[src/hdl/psw_pkg.sv]
// ----------------------------------------------------------------------------
// psw_pkg
// Shared types and constants for the priority scheduler.
// ----------------------------------------------------------------------------
package psw_pkg;

  localparam int BURST_W = 16;
  localparam int PRIO_W  = 8;
  localparam int NUM_W   = 5;
  localparam int TIME_W  = 20;

  localparam logic [TIME_W-1:0] TIME_MAX = {TIME_W{1'b1}};

  // One classified job as it travels from the front end to the back end.
  typedef struct packed {
    logic [BURST_W-1:0] burst;
    logic [PRIO_W-1:0]  prio;
    logic [NUM_W-1:0]   num;
    logic               keep;   // stored (0: dropped for lack of room)
    logic               last;   // closes the set
  } job_item_t;

  // One job store entry.
  typedef struct packed {
    logic [BURST_W-1:0] burst;
    logic [PRIO_W-1:0]  prio;
    logic [NUM_W-1:0]   num;
  } entry_t;

  // One scheduled result.
  typedef struct packed {
    logic [NUM_W-1:0]   job_number;
    logic [BURST_W-1:0] burst;
    logic [PRIO_W-1:0]  prio;
    logic [TIME_W-1:0]  wait_time;
    logic [TIME_W-1:0]  turnaround;
    logic               last_result;
    logic               overflowed;
  } result_t;

  typedef enum logic [2:0] {
    S_LOAD,    // pop jobs from the queue into the store
    S_HLD_RD,  // read entry i
    S_HLD_LD,  // capture entry i, read entry j
    S_CMP,     // compare holder with entry j, exchange if needed
    S_PUT,     // write holder back to entry i
    S_EM_RD,   // read entry k for emission
    S_EM_LD    // load result register
  } back_state_t;

endpackage

[src/hdl/psw_front.sv]
// ----------------------------------------------------------------------------
// psw_front
// Accepts jobs, numbers them, marks the ones beyond capacity as dropped.
// ----------------------------------------------------------------------------
module psw_front #(
  parameter int MAX_PROCS  = 16,
  parameter int BURST_BITS = 16
) (
  input  logic                         clk,
  input  logic                         rst_n,
  input  logic                         in_valid,
  output logic                         in_stall,
  input  logic [psw_pkg::BURST_W-1:0]  in_burst_time,
  input  logic [psw_pkg::PRIO_W-1:0]   in_job_priority,
  input  logic                         in_last_job,
  output logic                         q_valid,
  input  logic                         q_stall,
  output psw_pkg::job_item_t           q_item
);

  localparam int CNT_W = $clog2(MAX_PROCS + 1);
  localparam int BW    = (BURST_BITS < psw_pkg::BURST_W) ? BURST_BITS : psw_pkg::BURST_W;
  localparam int NW    = psw_pkg::NUM_W;
  localparam logic [psw_pkg::BURST_W-1:0] BURST_MASK =
    {psw_pkg::BURST_W{1'b1}} >> (psw_pkg::BURST_W - BW);

  logic [CNT_W-1:0] cnt_r, cnt_nxt;
  logic             accept;
  logic             room;

  assign in_stall = q_stall;
  assign q_valid  = in_valid;
  assign accept   = in_valid && !q_stall;
  assign room     = cnt_r < CNT_W'(MAX_PROCS);

  always_comb begin
    q_item.burst = in_burst_time & BURST_MASK;
    q_item.prio  = in_job_priority;
    q_item.num   = NW'({1'b0, cnt_r} + (CNT_W + 1)'(1));
    q_item.keep  = room;
    q_item.last  = in_last_job;
  end

  // Restart numbering at the end of each set.
  always_comb begin
    cnt_nxt = cnt_r;
    if (accept) begin
      if (in_last_job) begin
        cnt_nxt = '0;
      end else if (room) begin
        cnt_nxt = cnt_r + CNT_W'(1);
      end
    end
  end

  always_ff @(posedge clk) begin
    if (!rst_n) begin
      cnt_r <= '0;
    end else begin
      cnt_r <= cnt_nxt;
    end
  end

endmodule

[src/hdl/psw_fifo.sv]
// ----------------------------------------------------------------------------
// psw_fifo
// Short job queue between the front end and the back end.
// ----------------------------------------------------------------------------
module psw_fifo #(
  parameter int DEPTH = 4
) (
  input  logic               clk,
  input  logic               rst_n,
  input  logic               push_valid,
  output logic               push_stall,
  input  psw_pkg::job_item_t push_item,
  output logic               pop_valid,
  input  logic               pop_stall,
  output psw_pkg::job_item_t pop_item
);

  localparam int PTR_W = (DEPTH > 1) ? $clog2(DEPTH) : 1;
  localparam int CNT_W = $clog2(DEPTH + 1);

  psw_pkg::job_item_t slot_r [DEPTH];
  logic [PTR_W-1:0]   wp_r, wp_nxt;
  logic [PTR_W-1:0]   rp_r, rp_nxt;
  logic [CNT_W-1:0]   cnt_r, cnt_nxt;
  logic               push, pop;

  assign push_stall = (cnt_r == CNT_W'(DEPTH));
  assign pop_valid  = (cnt_r != '0);
  assign push       = push_valid && !push_stall;
  assign pop        = pop_valid && !pop_stall;
  assign pop_item   = slot_r[rp_r];

  always_comb begin
    wp_nxt  = wp_r;
    rp_nxt  = rp_r;
    cnt_nxt = cnt_r;
    if (push) begin
      wp_nxt = (wp_r == PTR_W'(DEPTH - 1)) ? '0 : wp_r + PTR_W'(1);
    end
    if (pop) begin
      rp_nxt = (rp_r == PTR_W'(DEPTH - 1)) ? '0 : rp_r + PTR_W'(1);
    end
    if (push && !pop) begin
      cnt_nxt = cnt_r + CNT_W'(1);
    end else if (pop && !push) begin
      cnt_nxt = cnt_r - CNT_W'(1);
    end
  end

  always_ff @(posedge clk) begin
    if (!rst_n) begin
      wp_r  <= '0;
      rp_r  <= '0;
      cnt_r <= '0;
    end else begin
      wp_r  <= wp_nxt;
      rp_r  <= rp_nxt;
      cnt_r <= cnt_nxt;
    end
  end

  always_ff @(posedge clk) begin
    if (push) begin
      slot_r[wp_r] <= push_item;
    end
  end

  a_fifo_fill : assert property (@(posedge clk) disable iff (!rst_n)
    cnt_r <= CNT_W'(DEPTH))
    else $error("job queue fill count beyond depth");

endmodule

[src/hdl/psw_back.sv]
// ----------------------------------------------------------------------------
// psw_back
// Stores a set of jobs, orders it by exchange sort, emits the schedule.
// ----------------------------------------------------------------------------
module psw_back #(
  parameter int MAX_PROCS = 16
) (
  input  logic               clk,
  input  logic               rst_n,
  input  logic               q_valid,
  output logic               q_stall,
  input  psw_pkg::job_item_t q_item,
  output logic               out_valid,
  input  logic               out_stall,
  output psw_pkg::result_t   out_res
);

  localparam int IDX_W = (MAX_PROCS > 1) ? $clog2(MAX_PROCS) : 1;
  localparam int CNT_W = $clog2(MAX_PROCS + 1);
  localparam int TW    = psw_pkg::TIME_W;

  psw_pkg::back_state_t state_r, state_nxt;

  psw_pkg::entry_t  store_r [MAX_PROCS];
  psw_pkg::entry_t  rdata_r;
  psw_pkg::entry_t  hold_r;
  psw_pkg::entry_t  wr_data;
  logic [IDX_W-1:0] rd_addr, wr_addr;
  logic             mem_we;

  logic [CNT_W-1:0] n_r, n_nxt, n_m1;
  logic             drop_r;
  logic [IDX_W-1:0] i_r, j_r, k_r, last_idx;
  logic [TW-1:0]    wait_r;
  logic             out_valid_r;
  psw_pkg::result_t res_r;

  logic             pop, swap, j_last, sort_done, k_last, load_out;
  logic [TW:0]      tat_sum;
  logic [TW-1:0]    tat_sat;

  assign n_m1      = n_r - CNT_W'(1);
  assign last_idx  = n_m1[IDX_W-1:0];
  assign j_last    = (j_r == last_idx);
  assign k_last    = (k_r == last_idx);
  assign sort_done = ((i_r + IDX_W'(1)) == last_idx);
  assign swap      = (hold_r.prio > rdata_r.prio);
  assign n_nxt     = n_r + CNT_W'(q_item.keep);

  // Next state.
  always_comb begin
    state_nxt = state_r;
    case (state_r)
      psw_pkg::S_LOAD: begin
        if (q_valid && q_item.last) begin
          state_nxt = (n_nxt == CNT_W'(1)) ? psw_pkg::S_EM_RD : psw_pkg::S_HLD_RD;
        end
      end
      psw_pkg::S_HLD_RD: state_nxt = psw_pkg::S_HLD_LD;
      psw_pkg::S_HLD_LD: state_nxt = psw_pkg::S_CMP;
      psw_pkg::S_CMP: begin
        if (j_last) begin
          state_nxt = psw_pkg::S_PUT;
        end
      end
      psw_pkg::S_PUT: begin
        state_nxt = sort_done ? psw_pkg::S_EM_RD : psw_pkg::S_HLD_RD;
      end
      psw_pkg::S_EM_RD: state_nxt = psw_pkg::S_EM_LD;
      psw_pkg::S_EM_LD: begin
        if (load_out) begin
          state_nxt = k_last ? psw_pkg::S_LOAD : psw_pkg::S_EM_RD;
        end
      end
      default: state_nxt = psw_pkg::S_LOAD;
    endcase
  end

  // State outputs: queue pop, store access, result load.
  always_comb begin
    q_stall  = 1'b1;
    pop      = 1'b0;
    mem_we   = 1'b0;
    wr_addr  = '0;
    wr_data  = hold_r;
    rd_addr  = '0;
    load_out = 1'b0;
    case (state_r)
      psw_pkg::S_LOAD: begin
        q_stall       = 1'b0;
        pop           = q_valid;
        mem_we        = q_valid && q_item.keep;
        wr_addr       = n_r[IDX_W-1:0];
        wr_data.burst = q_item.burst;
        wr_data.prio  = q_item.prio;
        wr_data.num   = q_item.num;
      end
      psw_pkg::S_HLD_RD: rd_addr = i_r;
      psw_pkg::S_HLD_LD: rd_addr = i_r + IDX_W'(1);
      psw_pkg::S_CMP: begin
        mem_we  = swap;
        wr_addr = j_r;
        rd_addr = j_last ? j_r : j_r + IDX_W'(1);
      end
      psw_pkg::S_PUT: begin
        mem_we  = 1'b1;
        wr_addr = i_r;
      end
      psw_pkg::S_EM_RD: rd_addr = k_r;
      psw_pkg::S_EM_LD: begin
        rd_addr  = k_r;
        load_out = !out_valid_r || !out_stall;
      end
      default: q_stall = 1'b1;
    endcase
  end

  // Job store: one write and one registered read per cycle.
  always_ff @(posedge clk) begin
    if (mem_we) begin
      store_r[wr_addr] <= wr_data;
    end
    rdata_r <= store_r[rd_addr];
  end

  assign tat_sum = {1'b0, wait_r} + (TW + 1)'(rdata_r.burst);
  assign tat_sat = tat_sum[TW] ? psw_pkg::TIME_MAX : tat_sum[TW-1:0];

  // Sort and emission indexes, holder, running wait.
  always_ff @(posedge clk) begin
    if (pop && q_item.last) begin
      i_r    <= '0;
      k_r    <= '0;
      wait_r <= '0;
    end
    if (state_r == psw_pkg::S_HLD_LD) begin
      hold_r <= rdata_r;
      j_r    <= i_r + IDX_W'(1);
    end
    if (state_r == psw_pkg::S_CMP) begin
      if (swap) begin
        hold_r <= rdata_r;
      end
      if (!j_last) begin
        j_r <= j_r + IDX_W'(1);
      end
    end
    if (state_r == psw_pkg::S_PUT) begin
      i_r <= i_r + IDX_W'(1);
    end
    if (load_out) begin
      k_r                <= k_r + IDX_W'(1);
      wait_r             <= tat_sat;
      res_r.job_number   <= rdata_r.num;
      res_r.burst        <= rdata_r.burst;
      res_r.prio         <= rdata_r.prio;
      res_r.wait_time    <= wait_r;
      res_r.turnaround   <= tat_sat;
      res_r.last_result  <= k_last;
      res_r.overflowed   <= drop_r;
    end
  end

  always_ff @(posedge clk) begin
    if (!rst_n) begin
      state_r     <= psw_pkg::S_LOAD;
      n_r         <= '0;
      drop_r      <= 1'b0;
      out_valid_r <= 1'b0;
    end else begin
      state_r     <= state_nxt;
      out_valid_r <= load_out || (out_valid_r && out_stall);
      if (pop) begin
        n_r    <= n_nxt;
        drop_r <= drop_r || !q_item.keep;
      end else if (load_out && k_last) begin
        n_r    <= '0;
        drop_r <= 1'b0;
      end
    end
  end

  assign out_valid = out_valid_r;
  assign out_res   = res_r;

  a_count_cap : assert property (@(posedge clk) disable iff (!rst_n)
    n_r <= CNT_W'(MAX_PROCS))
    else $error("job count beyond capacity");

  a_sort_range : assert property (@(posedge clk) disable iff (!rst_n)
    (state_r == psw_pkg::S_CMP) |-> (j_r > i_r) && ({1'b0, j_r} < (IDX_W + 1)'(n_r)))
    else $error("sort index out of range");

  a_set_end : assert property (@(posedge clk) disable iff (!rst_n)
    (load_out && k_last) |=> (state_r == psw_pkg::S_LOAD) && (n_r == '0) && !drop_r)
    else $error("set not cleared after final result");

endmodule

[src/hdl/priority_schedule_wait_times.sv]
// ----------------------------------------------------------------------------
// priority_schedule_wait_times
// Non-preemptive priority scheduler: collects a job set, orders it by
// priority and emits each job with its waiting and turnaround times.
// ----------------------------------------------------------------------------
// Jobs enter one per transaction and are numbered from 1 in arrival order; the
// transaction with in_last_job set closes the set. Up to MAX_PROCS jobs are
// kept; later ones are dropped and flag out_overflowed on every result of that
// set. Jobs pass through a four-entry queue, so the front end can take up to
// four jobs of the next set while the back end is busy before it stalls. Once
// the set is closed, the back end runs an exchange sort over its job store (one
// write port, one registered read port), then emits the results one at a time,
// each held while out_stall is high. The sort makes one compare per cycle over
// the job store.
// ----------------------------------------------------------------------------
module priority_schedule_wait_times #(
  parameter int MAX_PROCS   = 16,
  parameter int BURST_BITS  = 16,
  parameter int QUEUE_DEPTH = 4
) (
  input  logic                         clk,
  input  logic                         rst_n,
  // job input
  input  logic                         in_valid,
  output logic                         in_stall,
  input  logic [psw_pkg::BURST_W-1:0]  in_burst_time,
  input  logic [psw_pkg::PRIO_W-1:0]   in_job_priority,
  input  logic                         in_last_job,
  // schedule output
  output logic                         out_valid,
  input  logic                         out_stall,
  output logic [psw_pkg::NUM_W-1:0]    out_job_number,
  output logic [psw_pkg::BURST_W-1:0]  out_burst,
  output logic [psw_pkg::PRIO_W-1:0]   out_priority,
  output logic [psw_pkg::TIME_W-1:0]   out_wait_time,
  output logic [psw_pkg::TIME_W-1:0]   out_turnaround,
  output logic                         out_last_result,
  output logic                         out_overflowed
);

  // Front end to queue.
  logic               fq_valid, fq_stall;
  psw_pkg::job_item_t fq_item;

  // Queue to back end.
  logic               qb_valid, qb_stall;
  psw_pkg::job_item_t qb_item;

  psw_pkg::result_t   res;

  // Classify: number each job and mark the ones past capacity.
  psw_front #(
    .MAX_PROCS  (MAX_PROCS),
    .BURST_BITS (BURST_BITS)
  ) u_front (
    .clk             (clk),
    .rst_n           (rst_n),
    .in_valid        (in_valid),
    .in_stall        (in_stall),
    .in_burst_time   (in_burst_time),
    .in_job_priority (in_job_priority),
    .in_last_job     (in_last_job),
    .q_valid         (fq_valid),
    .q_stall         (fq_stall),
    .q_item          (fq_item)
  );

  // Decouple intake from the sort and emission.
  psw_fifo #(
    .DEPTH (QUEUE_DEPTH)
  ) u_fifo (
    .clk        (clk),
    .rst_n      (rst_n),
    .push_valid (fq_valid),
    .push_stall (fq_stall),
    .push_item  (fq_item),
    .pop_valid  (qb_valid),
    .pop_stall  (qb_stall),
    .pop_item   (qb_item)
  );

  // Store, sort and emit the schedule.
  psw_back #(
    .MAX_PROCS (MAX_PROCS)
  ) u_back (
    .clk       (clk),
    .rst_n     (rst_n),
    .q_valid   (qb_valid),
    .q_stall   (qb_stall),
    .q_item    (qb_item),
    .out_valid (out_valid),
    .out_stall (out_stall),
    .out_res   (res)
  );

  // Break the result register out onto the ports.
  assign out_job_number  = res.job_number;
  assign out_burst       = res.burst;
  assign out_priority    = res.prio;
  assign out_wait_time   = res.wait_time;
  assign out_turnaround  = res.turnaround;
  assign out_last_result = res.last_result;
  assign out_overflowed  = res.overflowed;

endmodule
[config.mk]
export PLATFORM = sky130hd
export DESIGN_NAME = priority_schedule_wait_times
export DESIGN_NICKNAME = d
export VERILOG_FILES = /design/src/hdl/psw_pkg.sv /design/src/hdl/psw_front.sv /design/src/hdl/psw_fifo.sv /design/src/hdl/psw_back.sv /design/src/hdl/priority_schedule_wait_times.sv
export SDC_FILE = /design/constraint.sdc
export NUM_CORES = 1
export LEC_CHECK = 0
export BUFFER_PORTS_ARGS = -buffer_cell sky130_fd_sc_hd__buf_2
export CAP_MARGIN = 20
export CELL_PAD_IN_SITES_DETAIL_PLACEMENT = 2
export CELL_PAD_IN_SITES_GLOBAL_PLACEMENT = 2
export CORE_UTILIZATION = 45
export DETAILED_ROUTE_END_ITERATION = 12
export GPL_TIMING_DRIVEN = 0
export PLACE_DENSITY_LB_ADDON = 0.05
export REMOVE_ABC_BUFFERS = 1
export SKIP_CTS_REPAIR_TIMING = 1
export SLEW_MARGIN = 20
export SYNTH_ARGS = -nofsm -noshare
export SYNTH_HDL_FRONTEND = slang
export SYNTH_SLANG_ARGS = --single-unit
[constraint.sdc]
create_clock -name clk -period 4.6 [get_ports clk]
set_input_delay 0.23 -clock clk [delete_from_list [all_inputs] [get_ports clk]]
set_output_delay 0.23 -clock clk [all_outputs]
set_load 0.02 [all_outputs]
==> results of run 1 <==
report_power, final:
group	switching (mW)	internal (mW)	leakage [nW]
logic	6.93	3.16	4.82
clock network	2.77	3.81	1.30
registers	0.719	9.91	6.94
routing by layer:
layer | track usage | up-vias | part of all wire
li1 | - | 8538 | -
met2 | 0.552 | 488 | 0.54
met1 | 0.354 | 10594 | 0.39
met4 | 0.102 | 2 | 0.033
met5 | 0 | - | 0.00016
met3 | 0.0381 | 198 | 0.034
worst max path at each step:
stage	start	endpoint	slack (ns)	cells past startpoint
detailed placement	u_back.state_r[2]	u_back.rdata_r[8]	0.06	10
finish	u_back.state_r[0]	u_back.store_r[0][14]	0.19	8
global route	u_back.n_r[0]	u_back.rdata_r[8]	0.06	12
floorplan	u_back.n_r[0]	u_back.rdata_r[10]	-1.66	9
global placement	u_back.n_r[0]	u_back.rdata_r[7]	-5.57	10
CTS	u_back.state_r[2]	u_back.rdata_r[8]	0.006	10
metrics by stage:
step	hold slack, ns	cell area, um2
2_1_floorplan	0.329	30400
6_report	0.0532	36600
4_1_cts	-0.210	36400
3_3_place_gp	0.413	32000
3_5_place_dp	0.426	33700
5_1_grt	0.0619	36600
logic make-up (layout without fill, tap and decap cells):
group	after synthesis	in the layout	share of synthesized area
XOR/XNOR	40	40	0.0123
AND/OR/NAND/NOR	892	892	0.130
adder cells (fa/ha/maj)	39	39	0.0163
multiplexers	93	93	0.0437
AO/OA/AOI/OAI	255	256	0.0531
flip-flops	773	773	0.723
buffers and inverters	142	371	0.0215
worst max-delay path, cell delays in order, from the launching register on:
cell,delay [ns]
dfxtp_1,0.39
nor2_1,0.47
nand2_4,0.53
nor2_1,0.71
a221o_1,0.35
o2111ai_1,0.57
nor2_4,0.60
buf_16,0.24
buf_12,0.21
registers in the layout, indices dropped and copies added, names as in the netlist, 5 cells and up, named ones only:
signal and count:
u_back.store_r 464, u_back.n_r 5, u_front.cnt_r 5, u_fifo.slot_r 124
u_back.hold_r 29, u_back.rdata_r 29, u_back.out_res 71, u_back.wait_r 20
synth_stat cells, types with 3 or more instances:
cell type	instances
o22ai_1	3
nor2_1	42
nor4_1	11
inv_1	31
clkbuf_1	40
nor2b_1	18
a22oi_1	4
buf_4	5
a211oi_1	5
o21ai_0	41
o21a_1	10
or2_2	6
mux2_2	24
nand2b_1	5
dfxtp_1	86
a32oi_1	3
buf_1	8
xnor2_1	22
ha_1	37
and2_1	21
a21boi_0	7
nor3_1	7
mux4_2	31
and3_1	4
a21o_1	11
buf_6	5
nor4_2	20
mux2i_1	37
nand2_1	551
a32o_1	29
nand3_1	189
edfxtp_1	687
a21oi_1	122
buf_2	52
xor2_1	16
cell type report:
type / instances / area, um2
repair buffers: 189 / 2290
multi-input cells: 1320 / 8120
fillers: 6089 / 30900
clock inverters: 16 / 111
flip-flops and latches: 773 / 22400
clock buffers: 135 / 2540
well taps: 873 / 1090
inverters: 31 / 121
==> impl_results.md, run 1 <==
* Antenna violations before repair at 1
* Area grow syn2layout at 18.5%
* Max Fanout on Critical Path at 31
* Final wirelength at 103 mm
* Worst-Skew Late Latency at 0.63 ns
* Synth warnings at 0
* Tightest Hold Check Type: in -> reg
* Placed Instances at 3159
* Most common cell after layout, fill and taps aside: edfxtp_1
* Clock Sinks at 773
* Relative slew slack at 0.225
* WHS Path Cells at 3
* Reg-to-Reg Start: u_back.state_r[0]
* ANT cells at 0
* Area contributors post-synth: edfxtp_1 67%, nand2_1 6.7%, dfxtp_1 5.6%
* Post-synth EDFFs at 687
* Max H-tree Level at 3
* Critical Path End Type: register
* Largest net degree at the start of global routing at 66
* Clock-pin transition on the worst setup and hold timing paths at 0.06 ns
* Syn_area_per_cell at 13.8 um2
* # port buffers at 101
* DRC viols at 0
* Overall Power at 27.3 mW
* Skew final at 0.0190 ns
* Total power per unit cell area at 746 nW/um2
* Setup ws final at 0.186 ns
* Fin. Hold Viols at 0
* Final Slew Violations at 0
* HP Start: rst_n
* Fmax at 227 MHz
* Setup CP Type: reg -> reg
* Die area at 69800 um2
* Mapped Area at 30900 um2
* Non-filler cells, final at 3337
* Final setup vio count at 0
* Clk root buf: clkbuf_16
* Total CTS buffers at 82
* Reg2reg end: u_back.store_r[0][14]
* Asr flop ratio synth at 0
* Number of library cell types mapped by synthesis at 68
* Core Area at 67500 um2
* Yosys reg bits at 773
* Reg2Reg Depth at 8
* Setup WS pre-CTS at 0.0582 ns
* Worst reg2reg setup slack at 0.19 ns
* Share of layout cells above drive strength 1 at 0.164
* Leakage at 13.1 nW
* Synth Instances at 2234
* Die Y at 264 um
* Number of I/O pins at 102
* Sequential-to-total area share from yosys stat at 0.723
* Vias in the first global route at 22415
* Hold EP: u_front.cnt_r[4]
* Half-perimeter wire length after placement at 64.2 mm
* Row count at 95
* Unrepaired setup endpoints after global routing: no
* Worst Path Required at 4.91 ns
* Critical Path AT at 4.73 ns
* Routed vias/inst at 5.94
* Max Cap Viol at 0
* Status: finished clean
* Prevailing post-synth register cell: edfxtp_1
* Yosys top cell by area: edfxtp_1
* Clock Tree Buf Depth at 3
* Most frequent cells in the layout: 687 x edfxtp_1, 546 x nand2_1, 189 x nand3_1
* Fin crit share at 0.960
* First-pass GRT wire length at 151 mm
* CTS tree: built
* Wirelength per Cell at 30.9 um
* Starting Density at 0.458
* Nets at 2465
* TritonRoute pass-1 iters at 6
* DR vias at 19820
* Area share of the largest cell type after synthesis at 0.667
* GR Overflow Total at 0
* GPL Wtd Cong at 0.747
* Slew at the pin closest to its max-slew limit at 1.16 ns
* Min Tclk post-route at 4.41 ns
* Finished Core Util at 0.542
* CP Launch Type: register
* Sum of negative setup slack at 0 ns
* GRT Util Overall at 0.298
* Post-route antenna net violation count at 0
* Die X at 264 um
* DRT iter0 DRCs at 1574
* Worst vdd ir at 0.511 mV
Note: power is estimated with default switching activity, not from simulation.
==> run 2, diff against run 1 <==
- PLACE_DENSITY_LB_ADDON: 0.05 -> 0.1
- clock period: 4.6 -> 5.4 ns (I/O delays scaled with it)
==> impl_results.md, run 2 (synthesis gave the netlist of run 1 again) <==
* GR Overflow Total at 0
* Fin crit share at 0.871
* Final wirelength at 104 mm
* CP Launch Type: register
* Sum of negative setup slack at 0 ns
* Vias in the first global route at 22325
* Number of I/O pins at 102
* Highest metal used: met5
* Status: finished, violations left
* HP Start: out_stall
* DR WL met2 at 55.0 mm
* Leakage at 13.1 nW
* Die Y at 264 um
* Worst vdd ir at 0.315 mV
* Area grow syn2layout at 18.8%
* Finished Core Util at 0.544
* First-pass GRT wire length at 150 mm
* Final setup vio count at 0
* Row count at 95
* Critical Path AT at 5.17 ns
* Clock Tree Buf Depth at 3
* Hold EP: u_back.out_valid
* Max H-tree Level at 3
* DR vias at 19884
* Reg-to-Reg Start: u_back.state_r[2]
* # port buffers at 101
* Final Slew Violations at 0
* Max Fanout on Critical Path at 56
* Post-route antenna net violation count at 0
* DRC viols at 0
* GPL Wtd Cong at 0.751
* Clk root buf: clkbuf_16
* Skew final at 0.0309 ns
* Hold_ws at -0.00608 ns
* WHS Path Cells at 3
* Most frequent cells in the layout: 687 x edfxtp_1, 546 x nand2_1, 189 x nand3_1
* Total power per unit cell area at 645 nW/um2
* Die area at 69800 um2
* Worst reg2reg setup slack at 0.69 ns
* GRT Util Overall at 0.295
* Tightest Hold Check Type: in -> reg
* Relative slew slack at 0.196
* Half-perimeter wire length after placement at 64.5 mm
* Nets at 2465
* WL met1 at 39.9 mm
* Fmax at 212 MHz
* Routed vias/inst at 5.95
* Placed Instances at 3160
* Total CTS buffers at 83
* Wirelength per Cell at 31.1 um
* Share of layout cells above drive strength 1 at 0.167
* DRT iter0 DRCs at 1433
* Critical Path End Type: register
* Worst-Skew Late Latency at 0.65 ns
* Clock Sinks at 773
* Non-filler cells, final at 3343
* Setup CP Type: reg -> reg
* Die X at 264 um
* Met3 wire length at 4.45 mm
* Overall Power at 23.7 mW
* Largest net degree at the start of global routing at 65
* Reg2reg end: u_back.rdata_r[2]
* Clock-pin transition on the worst setup and hold timing paths at 0.06 ns
* Fin. Hold Viols at 1
* Antenna violations before repair at 3
* Reg2Reg Depth at 11
* Top reg by flops: u_back.store_r
* Min Tclk post-route at 4.71 ns
* CTS tree: built
* Unrepaired setup endpoints after global routing: no
* Max Cap Viol at 0
* Core Area at 67500 um2
* Slew at the pin closest to its max-slew limit at 1.20 ns
* Worst Path Required at 5.86 ns
* Failing checks: negative hold slack
* Max FFs per register at 464
* Most common cell after layout, fill and taps aside: edfxtp_1
* TritonRoute pass-1 iters at 5
* Starting Density at 0.458
run 2: cell types whose count changed in the layout (fill, tap and decap cells not counted), moves of 5 or more:
cell,change
clkbuf_8,-11
bufinv_16,+7
clkinv_2,+7
buf_12,-5
run 2: metal layers:
metal,global-route usage,vias up
li1,-,8558
met1,0.345,10439
met2,0.534,627
met3,0.0440,258
met4,0.134,2
met5,0,-
run 2: cell type report:
class,count,area [um2]
fillers,6076,30800
repair buffers,189,2310
diodes,3,7.51
well taps,873,1090
clock inverters,35,399
multi-input cells,1319,8110
inverters,31,121
flip-flops and latches,773,22400
clock buffers,120,2350
run 2: where the power goes:
| part | internal [mW] | total [mW] | leakage [nW] | switching, mW |
|---|---|---|---|---|
| registers | 8.44 | 9.09 | 6.94 | 0.647 |
| clock network | 3.42 | 5.91 | 1.35 | 2.49 |
| logic | 2.75 | 8.71 | 4.83 | 5.97 |
| total | 14.6 | 23.7 | 13.1 | 9.11 |
run 2: critical path: stages (launching register included):
cell	delay, ns
dfxtp_1	1.04
and3b_1	0.50
and2_1	0.32
or3b_1	0.30
o211a_4	0.49
buf_16	0.29
buf_16	0.29
buf_16	0.29
nand2_1	0.11
nand3_1	0.11
a21oi_1	0.10
nor4_1	0.65
run 2: worst max path at each step:
stage,cells past startpoint,to,startpoint
global route,11,u_back.rdata_r[2],u_back.state_r[2]
CTS,11,u_back.rdata_r[2],u_back.state_r[2]
detailed placement,11,u_back.rdata_r[2],u_back.state_r[2]
finish,11,u_back.rdata_r[2],u_back.state_r[2]
global placement,7,u_back.rdata_r[2],u_back.state_r[2]
floorplan,9,u_back.rdata_r[10],u_back.n_r[0]
run 2: stage by stage:
stage / setup WS [ns] / instance area, um2
final: 0.694 / 36700
after detailed placement: 0.844 / 33700
after floorplan: -0.860 / 30400
after global routing: 0.550 / 36700
after global placement: -4.94 / 32000
after CTS: 0.709 / 36500
